--- config.mk ---
export PLATFORM = sky130hd
export DESIGN_NAME = prime_range_sum
export DESIGN_NICKNAME = d
export VERILOG_FILES = /design/src/hw/rtl/prs_pkg.sv /design/src/hw/rtl/prime_range_sum.sv
export SDC_FILE = /design/constraint.sdc
export NUM_CORES = 1
export LEC_CHECK = 0
export BUFFER_PORTS_ARGS = -buffer_cell sky130_fd_sc_hd__clkbuf_2
export CAP_MARGIN = 0
export CELL_PAD_IN_SITES_DETAIL_PLACEMENT = 0
export CELL_PAD_IN_SITES_GLOBAL_PLACEMENT = 2
export CORE_UTILIZATION = 39
export CTS_CLUSTER_SIZE = 16
export DETAILED_ROUTE_END_ITERATION = 10
export PLACE_DENSITY = 0.82
export SYNTH_ARGS = -nofsm -noshare
export SYNTH_HDL_FRONTEND = slang
export SYNTH_SLANG_ARGS = --single-unit
--- constraint.sdc ---
create_clock -name clk -period 3.3 [get_ports clk]
set_input_delay 0.33 -clock clk [delete_from_list [all_inputs] [get_ports clk]]
set_output_delay 0.33 -clock clk [all_outputs]
set_load 0.02 [all_outputs]
--- src/hw/rtl/prs_pkg.sv ---
// ----------------------------------------------------------------------------
// prs_pkg: shared types and constants for the prime range sum block
// Holds the sequencer states, the divisor selection codes and the fixed
// constants of the 6k +/- 1 trial division.
// ----------------------------------------------------------------------------
package prs_pkg;

  // Default significant bits of each range bound
  localparam int VALUE_WIDTH_DEF = 16;

  // Result field widths
  localparam int TOTAL_W = 32;
  localparam int COUNT_W = 16;

  // Trial division constants
  localparam int TRIAL_THREE = 3;  // first odd divisor checked on its own
  localparam int TRIAL_START = 5;  // first 6k-1 divisor
  localparam int TRIAL_GAP   = 2;  // 6k-1 to 6k+1
  localparam int TRIAL_STEP  = 6;  // 6k-1 to 6(k+1)-1

  // Sequencer states
  typedef enum logic [2:0] {
    ST_IDLE,   // wait for a transaction
    ST_PICK,   // classify the current candidate
    ST_DIV,    // bit-serial division running
    ST_EVAL,   // act on quotient and remainder
    ST_NEXT,   // accumulate and advance the candidate
    ST_DONE    // present the result for one cycle
  } state_t;

  // Which divisor the running division uses
  typedef enum logic [1:0] {
    SEL_THREE,  // divisor 3
    SEL_LOW,    // divisor d = 6k-1
    SEL_HIGH    // divisor d+2 = 6k+1
  } div_sel_t;

endpackage

--- src/hw/rtl/prime_range_sum.sv ---
// ----------------------------------------------------------------------------
// prime_range_sum: sum and count of the primes in an inclusive range
// Scans every value from low to high bound, tests each one by trial
// division over 6k +/- 1 divisors with a bit-serial restoring divider,
// and accumulates a saturating sum and a saturating count.
// ----------------------------------------------------------------------------
//
//  channel | ports                                   | handshake
//  --------+-----------------------------------------+-------------------------
//  input   | in_range_low, in_range_high             | start high, busy low
//  result  | out_prime_total, out_prime_count        | out_valid, one cycle
//
//  Divider: one shared restoring divider yields one quotient bit per cycle,
//  and each division is followed by the ST_EVAL evaluation state.
//  A candidate of 0..3 or an even one goes from ST_PICK straight to ST_NEXT;
//  any other runs trial divisions by 3, then by 6k-1 and 6k+1 pairs.
//  An empty range goes from idle straight to the result state.
//  Reset (synchronous, active low) returns the sequencer to idle.
//  busy stays high from acceptance through the result cycle; the receiver
//  cannot stall, so out_valid is a single-cycle strobe.
// ----------------------------------------------------------------------------
module prime_range_sum #(
  parameter int VALUE_WIDTH = prs_pkg::VALUE_WIDTH_DEF
) (
  input  logic                         clk,
  input  logic                         rst_n,
  input  logic                         start,
  output logic                         busy,
  input  logic [VALUE_WIDTH-1:0]       in_range_low,
  input  logic [VALUE_WIDTH-1:0]       in_range_high,
  output logic                         out_valid,
  output logic [prs_pkg::TOTAL_W-1:0]  out_prime_total,
  output logic [prs_pkg::COUNT_W-1:0]  out_prime_count
);

  localparam int W     = VALUE_WIDTH;
  localparam int CNT_W = $clog2(VALUE_WIDTH);
  localparam int TW    = prs_pkg::TOTAL_W;
  localparam int CW    = prs_pkg::COUNT_W;

  localparam logic [W-1:0] D_THREE = W'(prs_pkg::TRIAL_THREE);
  localparam logic [W-1:0] D_START = W'(prs_pkg::TRIAL_START);
  localparam logic [W-1:0] D_GAP   = W'(prs_pkg::TRIAL_GAP);
  localparam logic [W-1:0] D_STEP  = W'(prs_pkg::TRIAL_STEP);
  localparam logic [W-1:0] V_ONE   = W'(1);
  localparam logic [W-1:0] V_THREE = W'(3);
  localparam logic [CNT_W-1:0] CNT_LAST = CNT_W'(VALUE_WIDTH - 1);

  // Control state
  prs_pkg::state_t   state_r, state_nxt;

  // Payload registers
  prs_pkg::div_sel_t sel_r, sel_nxt;
  logic [W-1:0]      cand_r, cand_nxt;
  logic [W-1:0]      hi_r, hi_nxt;
  logic [W-1:0]      d_r, d_nxt;
  logic [W-1:0]      divisor_r, divisor_nxt;
  logic [W-1:0]      dvd_r, dvd_nxt;     // dividend out, quotient in
  logic [W-1:0]      rem_r, rem_nxt;
  logic [CNT_W-1:0]  cnt_r, cnt_nxt;
  logic              prime_r, prime_nxt;
  logic [TW-1:0]     total_r, total_nxt;
  logic [CW-1:0]     count_r, count_nxt;

  // Divider step and derived decisions
  logic [W:0]        shifted;
  logic [W:0]        diff;
  logic              fits;
  logic [TW:0]       sum_ext;
  logic              accept;
  logic              div_last;
  logic              rem_zero;
  logic              d_over_q;
  logic              cand_small;
  logic              cand_tiny;
  logic              range_empty;

  assign accept      = start && (state_r == prs_pkg::ST_IDLE);
  assign div_last    = (cnt_r == '0);
  assign rem_zero    = (rem_r == '0);
  assign d_over_q    = (d_r > dvd_r);
  assign cand_small  = (cand_r <= V_ONE);
  assign cand_tiny   = (cand_r <= V_THREE);
  assign range_empty = (in_range_low > in_range_high);

  // One restoring division step: bring down the next dividend bit
  assign shifted = {rem_r, dvd_r[W-1]};
  assign diff    = shifted - {1'b0, divisor_r};
  assign fits    = !diff[W];

  // Saturating sum of the current candidate
  assign sum_ext = {1'b0, total_r} + (TW + 1)'(cand_r);

  // Next state
  always_comb begin
    state_nxt = state_r;
    case (state_r)
      prs_pkg::ST_IDLE: begin
        if (start) begin
          state_nxt = range_empty ? prs_pkg::ST_DONE : prs_pkg::ST_PICK;
        end
      end
      prs_pkg::ST_PICK: begin
        if (cand_tiny || !cand_r[0]) begin
          state_nxt = prs_pkg::ST_NEXT;
        end else begin
          state_nxt = prs_pkg::ST_DIV;
        end
      end
      prs_pkg::ST_DIV: begin
        if (div_last) begin
          state_nxt = prs_pkg::ST_EVAL;
        end
      end
      prs_pkg::ST_EVAL: begin
        case (sel_r)
          prs_pkg::SEL_THREE: begin
            state_nxt = rem_zero ? prs_pkg::ST_NEXT : prs_pkg::ST_DIV;
          end
          prs_pkg::SEL_LOW: begin
            state_nxt = (d_over_q || rem_zero) ? prs_pkg::ST_NEXT : prs_pkg::ST_DIV;
          end
          prs_pkg::SEL_HIGH: begin
            state_nxt = rem_zero ? prs_pkg::ST_NEXT : prs_pkg::ST_DIV;
          end
          default: begin
            state_nxt = prs_pkg::ST_NEXT;
          end
        endcase
      end
      prs_pkg::ST_NEXT: begin
        state_nxt = (cand_r == hi_r) ? prs_pkg::ST_DONE : prs_pkg::ST_PICK;
      end
      prs_pkg::ST_DONE: begin
        state_nxt = prs_pkg::ST_IDLE;
      end
      default: begin
        state_nxt = prs_pkg::ST_IDLE;
      end
    endcase
  end

  // Outputs and datapath next values
  always_comb begin
    busy        = (state_r != prs_pkg::ST_IDLE);
    out_valid   = (state_r == prs_pkg::ST_DONE);
    sel_nxt     = sel_r;
    cand_nxt    = cand_r;
    hi_nxt      = hi_r;
    d_nxt       = d_r;
    divisor_nxt = divisor_r;
    dvd_nxt     = dvd_r;
    rem_nxt     = rem_r;
    cnt_nxt     = cnt_r;
    prime_nxt   = prime_r;
    total_nxt   = total_r;
    count_nxt   = count_r;
    case (state_r)
      prs_pkg::ST_IDLE: begin
        // load the range and clear the accumulators
        if (accept) begin
          cand_nxt  = in_range_low;
          hi_nxt    = in_range_high;
          total_nxt = '0;
          count_nxt = '0;
        end
      end
      prs_pkg::ST_PICK: begin
        // settle trivial candidates, else launch the divide by three
        prime_nxt   = (!cand_small) && (cand_tiny || cand_r[0]);
        sel_nxt     = prs_pkg::SEL_THREE;
        divisor_nxt = D_THREE;
        dvd_nxt     = cand_r;
        rem_nxt     = '0;
        cnt_nxt     = CNT_LAST;
      end
      prs_pkg::ST_DIV: begin
        // shift in one quotient bit
        rem_nxt = fits ? diff[W-1:0] : shifted[W-1:0];
        dvd_nxt = {dvd_r[W-2:0], fits};
        cnt_nxt = cnt_r - CNT_W'(1);
      end
      prs_pkg::ST_EVAL: begin
        // decide, or launch the next trial division
        dvd_nxt = cand_r;
        rem_nxt = '0;
        cnt_nxt = CNT_LAST;
        case (sel_r)
          prs_pkg::SEL_THREE: begin
            prime_nxt   = 1'b0;
            d_nxt       = D_START;
            divisor_nxt = D_START;
            sel_nxt     = prs_pkg::SEL_LOW;
          end
          prs_pkg::SEL_LOW: begin
            prime_nxt   = d_over_q;
            divisor_nxt = d_r + D_GAP;
            sel_nxt     = prs_pkg::SEL_HIGH;
          end
          prs_pkg::SEL_HIGH: begin
            prime_nxt   = 1'b0;
            d_nxt       = d_r + D_STEP;
            divisor_nxt = d_r + D_STEP;
            sel_nxt     = prs_pkg::SEL_LOW;
          end
          default: begin
            prime_nxt = 1'b0;
          end
        endcase
      end
      prs_pkg::ST_NEXT: begin
        // accumulate a prime with saturation and advance
        if (prime_r) begin
          total_nxt = sum_ext[TW] ? '1 : sum_ext[TW-1:0];
          if (count_r != '1) begin
            count_nxt = count_r + CW'(1);
          end
        end
        cand_nxt = cand_r + V_ONE;
      end
      prs_pkg::ST_DONE: begin
        // hold the result on the output ports
      end
      default: begin
      end
    endcase
  end

  assign out_prime_total = total_r;
  assign out_prime_count = count_r;

  // Control register
  always_ff @(posedge clk) begin
    if (!rst_n) begin
      state_r <= prs_pkg::ST_IDLE;
    end else begin
      state_r <= state_nxt;
    end
  end

  // Payload registers
  always_ff @(posedge clk) begin
    sel_r     <= sel_nxt;
    cand_r    <= cand_nxt;
    hi_r      <= hi_nxt;
    d_r       <= d_nxt;
    divisor_r <= divisor_nxt;
    dvd_r     <= dvd_nxt;
    rem_r     <= rem_nxt;
    cnt_r     <= cnt_nxt;
    prime_r   <= prime_nxt;
    total_r   <= total_nxt;
    count_r   <= count_nxt;
  end

  // The result strobe is followed by idle
  a_done_then_idle: assert property (@(posedge clk) disable iff (!rst_n)
    out_valid |=> !busy)
    else $error("result strobe not followed by idle");

  // An accepted transaction makes the block busy
  a_accept_busy: assert property (@(posedge clk) disable iff (!rst_n)
    (start && !busy) |=> busy)
    else $error("accepted transaction did not raise busy");

  // The divider never runs with a zero divisor
  a_divisor_nonzero: assert property (@(posedge clk) disable iff (!rst_n)
    (state_r == prs_pkg::ST_DIV) |-> (divisor_r != '0))
    else $error("division launched with zero divisor");

  // Finishing the last candidate produces the result next
  a_last_to_done: assert property (@(posedge clk) disable iff (!rst_n)
    (state_r == prs_pkg::ST_NEXT && cand_r == hi_r) |=> out_valid)
    else $error("last candidate did not produce a result");

  // An empty range reports zero
  a_empty_zero: assert property (@(posedge clk) disable iff (!rst_n)
    (start && !busy && range_empty) |=> (out_valid && total_r == '0 && count_r == '0))
    else $error("empty range did not report zero");

endmodule
==> results_dict.tcl, run 1 <==
set metrics [dict create \
    status "completed" \
    vias_per_cell 5.30 \
    path_clk_slew_ps 70 \
    worstReg2RegStart "cand_r[1]" \
    fp.dieW_um 161 \
    synth_cell_types 71 \
    drt_iter0_drc 474 \
    ff2ff_path_depth 10 \
    cp_data_required_time_ps 3570 \
    cp-endpoint "out_prime_total[0]" \
    post_drt_wl_per_cell_um 17.5 \
    slowest_stage "or4_1" \
    core_mm2 0.0245 \
    syn_to_final_growth_pct 14.2 \
    worstHoldPathType "in2reg" \
    drv_slew 0 \
    synth-seq-cells 153 \
    cp_max_fo 26 \
    grt_use_total_pct 19.6 \
    rows 57 \
    yosys.area_share.simple_pct 15.7 \
    gp_congestion 0.805 \
    wl_met2_um 11300 \
    r2r_end "out_prime_total[0]" \
    grt_max_degree 74 \
    wl_met3_um 1030 \
    clkSinkCount 153 \
    ir_drop_mv 0.409 \
    overflow 0 \
    maxCapViolations 0 \
    h-tree-depth 4 \
    r2r_slack_ps 260 \
    drive_gt1_share_pct 15.3 \
    synthMuxAreaShare_pct 1.65 \
    cp.depth 10 \
    critical_path_class "reg2reg" \
    max_freq_ghz 0.329 \
    design_area_mm2 0.0113 \
    synth_ff_type "edfxtp_1" \
    cp-startpoint "cand_r[1]" \
    synth_compound_area_share_pct 13.1 \
    crit_path_end_kind "register" \
    synth-edff-count 150 \
    top_layer "met4" \
    setup_viol 0 \
    crit_family "compound AO/OA/AOI/OAI gates" \
    p_leak_nw 4.58 \
    min_period_ps 3040 \
    vias 7443 \
    postSynthAreaPerCell_um2 10.1 \
    skew_ps 15.6 \
    crit_buf_inv 2 \
    grt_pass1_vias 7407 \
    synth-xor-area-share_pct 8.99 \
    detail-route-antenna-nets 0 \
    synth_area_mm2 0.00985 \
    crit_chain "inv_1 -> fa_1 -> nor2b_1 -> o31a_2 -> o221ai_2 -> a21oi_2 -> a31oi_1 -> or4_1 -> buf_4 -> a21oi_1" \
    fin_crit_sh_pct 92.2 \
    nFillCells 2401 \
    async_reset_ff_share_pct 0 \
    synth_top_family_by_area "simple AND/OR/NAND/NOR gates" \
    critPathArrivalTime_ps 3320 \
    post-route-drc-count 0 \
    die-area_mm2 0.0259 \
    dp_hpwl_um 18000 \
    portBuffers 84 \
    hp-start "in_range_high[11]" \
    rsz0062_at_grt "no" \
    slew_headroom_pct 29.5 \
    cts_buffer_depth 2 \
    antenna_found_initial 0 \
    num_io_pins 85 \
    num_antenna_cells 0 \
    netlist_instances 980 \
    wl_met1_um 12000 \
    cp-start-kind "register" \
    synth-seq-area-share_pct 46.3 \
    syn_nets 1091 \
    yosysWarnings 0 \
    cpPeakStageDelay_ps 570 \
    tns_ps 0 \
    power_density_mw_per_mm2 867 \
    drt_pass1_iterations 5 \
    grt_pass1_wl_um 39900 \
    ctsResizeCount 0 \
    cts_tree "yes" \
    nets 1179 \
    totalWireLength_um 24600 \
    insertion_delay_ps 430 \
    cts_root_buffer "clkbuf_16" \
    synth-adder-area-share_pct 9.90 \
    tightest_slew_ps 1050 \
    post_dp_cell_area_mm2 0.0107 \
    numCtsBuffers 17 \
    start_util_pct 40.2 \
    hold_viol_final 0 \
    die_h_um 161 \
]
-- stage by stage --
stage | power, W | setup slack (ps) | hold WS [ps] | cells | utilization [%]
final | 0.00975 | 257 | 106 | 1405 | 45.9
after global routing | 0.0105 | 41.7 | 98.5 | 1405 | 45.9
after CTS | 0.00974 | 100 | 98.1 | 1402 | 45.7
after detailed placement | 0.00785 | 125 | 504 | 1370 | 43.5
after global placement | 0.00785 | 157 | 502 | 1370 | 43.5
after floorplan | 0.00667 | 349 | 429 | 980 | -
-- placed cells by master (no fill, tap or decap), types with 5 or more instances in the layout --
cell type and n:
a21o_1 14, a21oi_1 74, a31oi_1 9, and2_1 14, and3_1 19, buf_4 22
clkbuf_16 17, clkbuf_2 84, edfxtp_1 150, ha_1 74, inv_1 68, inv_6 5
mux2i_1 14, nand2_1 95, nand2b_1 7, nand3_1 26, nand4_1 20, nor2_1 86
nor2b_1 9, nor3_1 13, nor4_1 9, o21a_1 7, o21ai_0 57, xnor2_1 57
xor2_1 41
-- kinds of logic (layout without fill, tap and decap cells) --
kind of cell,Yosys count,after routing
buffers and inverters,107,208
and+or+nand+nor,321,321
xor gates and xnor gates,99,99
DFF,153,153
AOI/OAI and AO/OA,206,206
muxes,16,16
adders and majority gates,77,77
other,1,1
-- report_power, final --
group / switching (W) / internal [W] / total (W)
logic: 0.00261 / 0.00180 / 0.00441
clock network: 0.000881 / 0.000976 / 0.00186
registers: 0.000479 / 0.00300 / 0.00348
total: 0.00397 / 0.00578 / 0.00975
-- worst register-to-register path, stage by stage (launching register included) --
cell and delay, ps:
edfxtp_1 430, inv_1 150, fa_1 450, nor2b_1 150, o31a_2 190, o221ai_2 150
a21oi_2 200, a31oi_1 130, or4_1 570, buf_4 270, a21oi_1 190
-- registers in the layout (all words and copies together) (netlist names) --
name             cells
cnt_r                4
rem_r               16
dvd_r               16
cand_r              16
divisor_r           16
prime_r              1
out_prime_count     16
state_r              3
sel_r                2
out_prime_total     32
hi_r                16
d_r                 15
-- cells in the mapped netlist (3+ instances only) --
cell	n	area, um2
xor2_1	41	359
and4_1	4	35.0
a21oi_1	74	370
nor3_1	13	65.1
a21boi_0	3	22.5
nand4_1	20	125
nand3_1	26	130
inv_1	68	255
o31a_1	4	35.0
dfxtp_1	3	60.1
nor2_1	87	327
nand2b_1	7	43.8
a31oi_1	9	56.3
and3_1	19	119
edfxtp_1	150	4500
a2111oi_0	3	26.3
o21a_1	7	52.6
xnor2_1	57	499
ha_1	74	926
o21ai_0	57	285
nor4_1	9	56.3
or3_1	3	18.8
nand2_1	96	360
a211oi_1	3	22.5
a21o_1	14	105
or2_2	3	18.8
mux2i_1	14	140
clkbuf_1	32	120
a211oi_2	3	37.5
and2_1	14	87.6
nor2b_1	9	56.3
-- how the worst min path moves through the flow --
stage / cells past startpoint / slack, ps / end
floorplan: 0 / 430 / hi_r[0]
finish: 1 / 110 / hi_r[11]
global route: 1 / 100 / hi_r[8]
CTS: 1 / 100 / hi_r[11]
detailed placement: 1 / 500 / state_r[0]
global placement: 1 / 500 / state_r[0]
-- metal layers --
metal / global-route usage (%) / vias to the layer above
met5: 0 / -
met4: 5.06 / 0
met3: 2.89 / 15
met2: 31.0 / 160
met1: 28.2 / 3580
li1: - / 3688
-- final cells by class --
class / instances / area, um2 / area share (%)
clock inverter: 15 / 118 / 1.05
inverter: 69 / 259 / 2.30
tap: 324 / 405 / 3.60
multi-input combinational: 720 / 4870 / 43.3
sequential: 153 / 4560 / 40.6
timing repair buffer: 107 / 606 / 5.38
clock buffer: 17 / 425 / 3.78
-- repair_timing --
item,CTS,global route
setup endpoints to repair,0,26
hold buffers,0,0
buffers inserted,0,3
No activity file was read; power rests on OpenSTA's default activity.
==> inputs of run 2 (changes only) <==
- ABC_AREA: default -> 1
- CORE_UTILIZATION: 39 -> 36
- CTS_BUF_LIST: default -> sky130_fd_sc_hd__clkbuf_16
- PLACE_DENSITY: 0.82 -> 0.83
==> results_dict.tcl, run 2 <==
set metrics [dict create \
    status "completed" \
    post_dp_cell_area_mm2 0.0120 \
    drt_pass1_iterations 5 \
    tns_ps 0 \
    switching_share_pct 45.6 \
    cts_tree "yes" \
    synth.most_common_cell "nand2_1" \
    drv_slew 0 \
    wl_met1_um 15100 \
    vias_per_cell 4.84 \
    crit_chain "ha_1 -> inv_1 -> fa_1 -> inv_1 -> nand3_1 -> nand3_1 -> nand3_1 -> nand2_1 -> nand2_1 -> nand2_1 -> nand3b_2 -> nand3_1 -> nand2_1 -> inv_1" \
    synth-edff-count 150 \
    critPathArrivalTime_ps 2960 \
    netlist_instances 1455 \
    synth-seq-area-share_pct 41.3 \
    crit_family "simple AND/OR/NAND/NOR gates" \
    path_clk_slew_ps 80 \
    power_density_mw_per_mm2 815 \
    core_mm2 0.0300 \
    tightest_slew_ps 770 \
    r2r_slack_ps 670 \
    vias 9452 \
    netlist.area_leader.share_pct 40.7 \
    min_period_ps 2630 \
    dp_hpwl_um 24000 \
    post_drt_wl_per_cell_um 16.0 \
    crit_buf_inv 3 \
    overflow 0 \
    fin_cells 1954 \
    crit_path_end_kind "register" \
    hold_viol_final 0 \
    grt_max_degree 37 \
    hold_depth 1 \
    fin_crit_sh_pct 79.8 \
    die_h_um 177 \
    portBuffers 84 \
    cts_root_buffer "clkbuf_16" \
    detail-route-antenna-nets 0 \
    die-area_mm2 0.0314 \
    maxCapViolations 0 \
    p_int_w 0.00558 \
    largest_reg_flops 32 \
    ys_top_cells_by_area "edfxtp_1 (41%), nand2_1 (13%), ha_1 (8.4%)" \
    drt_iter0_drc 542 \
    numCtsBuffers 17 \
    cpPeakStageDelay_ps 500 \
    power_frac_clock_pct 19.9 \
    p_leak_nw 5.93 \
    slowest_stage "edfxtp_1" \
    cts_buffer_depth 2 \
    post-cts-setup-buffer-count 0 \
    netlist.top_cell.by_area "edfxtp_1" \
    ir_drop_mv 0.442 \
    setup_viol 0 \
    synth_ff_type "edfxtp_1" \
    r2r_end "out_prime_total[29]" \
    cts_hold_buf 0 \
    skew_ps 18.9 \
    clkSinkCount 153 \
    yosysWarnings 0 \
    critical_path_class "reg2reg" \
    drive_gt1_share_pct 10.2 \
    ctsResizeCount 0 \
    synth-seq-cells 153 \
    top_layer "met4" \
    rsz0062_at_grt "no" \
    worstHoldPathType "in2reg" \
    grt_pass1_vias 9204 \
    mostFrequentLayoutCells "nand2_1 (378), inv_1 (245), nor2_1 (168), edfxtp_1 (150), nand3_1 (90)" \
    h-tree-depth 4 \
    start_util_pct 36.9 \
    nFillCells 3185 \
    p_sw_w 0.00467 \
    num_antenna_cells 0 \
    wl_met2_um 14800 \
    wl_met3_um 1000 \
    max_freq_ghz 0.380 \
    fp.dieW_um 177 \
    antenna_found_initial 0 \
    dp_cells 1922 \
    grt_use_total_pct 20.5 \
    totalWireLength_um 31200 \
    rows 63 \
    syn_nets 1566 \
    async_reset_ff_share_pct 0 \
    design_area_mm2 0.0126 \
    cp_data_required_time_ps 3620 \
    hp-start "in_range_high[9]" \
    syn_to_final_growth_pct 13.8 \
    gp_congestion 0.871 \
    p_seq_share_pct 33.5 \
    cp-start-kind "register" \
    grt_pass1_wl_um 49700 \
    ff2ff_path_depth 14 \
    insertion_delay_ps 440 \
    synth_cell_types 45 \
    pwr-share-comb_pct 46.6 \
    worstReg2RegStart "cand_r[0]" \
    holdPathEnd "hi_r[9]" \
    num_io_pins 85 \
    post-route-drc-count 0 \
    synth_area_mm2 0.0111 \
    ys_top_cells_by_count "nand2_1 (378), inv_1 (245), nor2_1 (169)" \
    postSynthAreaPerCell_um2 7.60 \
    final_common_cell "nand2_1" \
    slew_headroom_pct 48.3 \
    cp_max_fo 8 \
    nets 1662 \
]
[run 2: cell families (layout without fill, tap and decap cells)]
family | after synthesis | in the layout | synth area share (%)
xor+xnor | 48 | 48 | 3.80
compound gates | 185 | 185 | 9.09
fa+ha+maj | 76 | 76 | 8.74
simple gates | 719 | 719 | 27.5
flops | 153 | 153 | 41.3
other cells | 1 | 1 | 0.0339
buf+inv | 273 | 382 | 9.60
[run 2: cell type report]
class / instances / area (um2) / area share (%)
Clock inverter: 15 / 178 / 1.41
Sequential cell: 153 / 4560 / 36.3
Clock buffer: 17 / 425 / 3.38
Timing Repair Buffer: 103 / 563 / 4.48
Tap cell: 390 / 488 / 3.88
Multi-Input combinational cell: 1029 / 5430 / 43.2
Inverter: 247 / 927 / 7.37
[run 2: layer usage]
metal	global-route usage (%)	vias up
met3	2.94	18
met4	3.88	0
met5	0	-
met1	27.8	4326
li1	-	4935
met2	34.7	173
[run 2: power by group through the flow]
| stage | Clock (W) | Sequential (W) | Combinational, W |
|---|---|---|---|
| after detailed placement | 0 | 0.00348 | 0.00478 |
| final | 0.00204 | 0.00343 | 0.00478 |
| after global routing | 0.00215 | 0.00350 | 0.00545 |
| after global placement | 0 | 0.00348 | 0.00477 |
| after floorplan | 0 | 0.00348 | 0.00337 |
| after CTS | 0.00208 | 0.00344 | 0.00482 |
[run 2: through the flow]
stage / util (%) / power, W / worst slack (ps) / hold slack [ps]
after global placement: 40.0 / 0.00825 / 761 / 431
after CTS: 42.0 / 0.0103 / 680 / 59.0
final: 42.0 / 0.0102 / 668 / 80.3
after detailed placement: 40.0 / 0.00826 / 687 / 444
after global routing: 42.0 / 0.0111 / 429 / 67.4
after floorplan: - / 0.00685 / 555 / 414
[run 2: how the worst max path moves through the flow]
stage          cells after the start  slack, ps                   to       start
6_report                          14        670  out_prime_total[29]   cand_r[0]
5_1_grt                           14        430  out_prime_total[25]   cand_r[0]
4_1_cts                           14        680  out_prime_total[29]   cand_r[0]
3_5_place_dp                      14        690  out_prime_total[29]   cand_r[0]
3_3_place_gp                      14        760  out_prime_total[27]   cand_r[0]
2_1_floorplan                      8        550   out_prime_total[0]  state_r[1]
[run 2: worst reg2reg max path: stages, from the launching register on]
cell      delay, ps
edfxtp_1        500
ha_1            260
inv_1            60
fa_1            410
inv_1            90
nand3_1          70
nand3_1         120
nand3_1          80
nand2_1         160
nand2_1          70
nand2_1         200
nand3b_2        240
nand3_1         150
nand2_1          60
inv_1            60
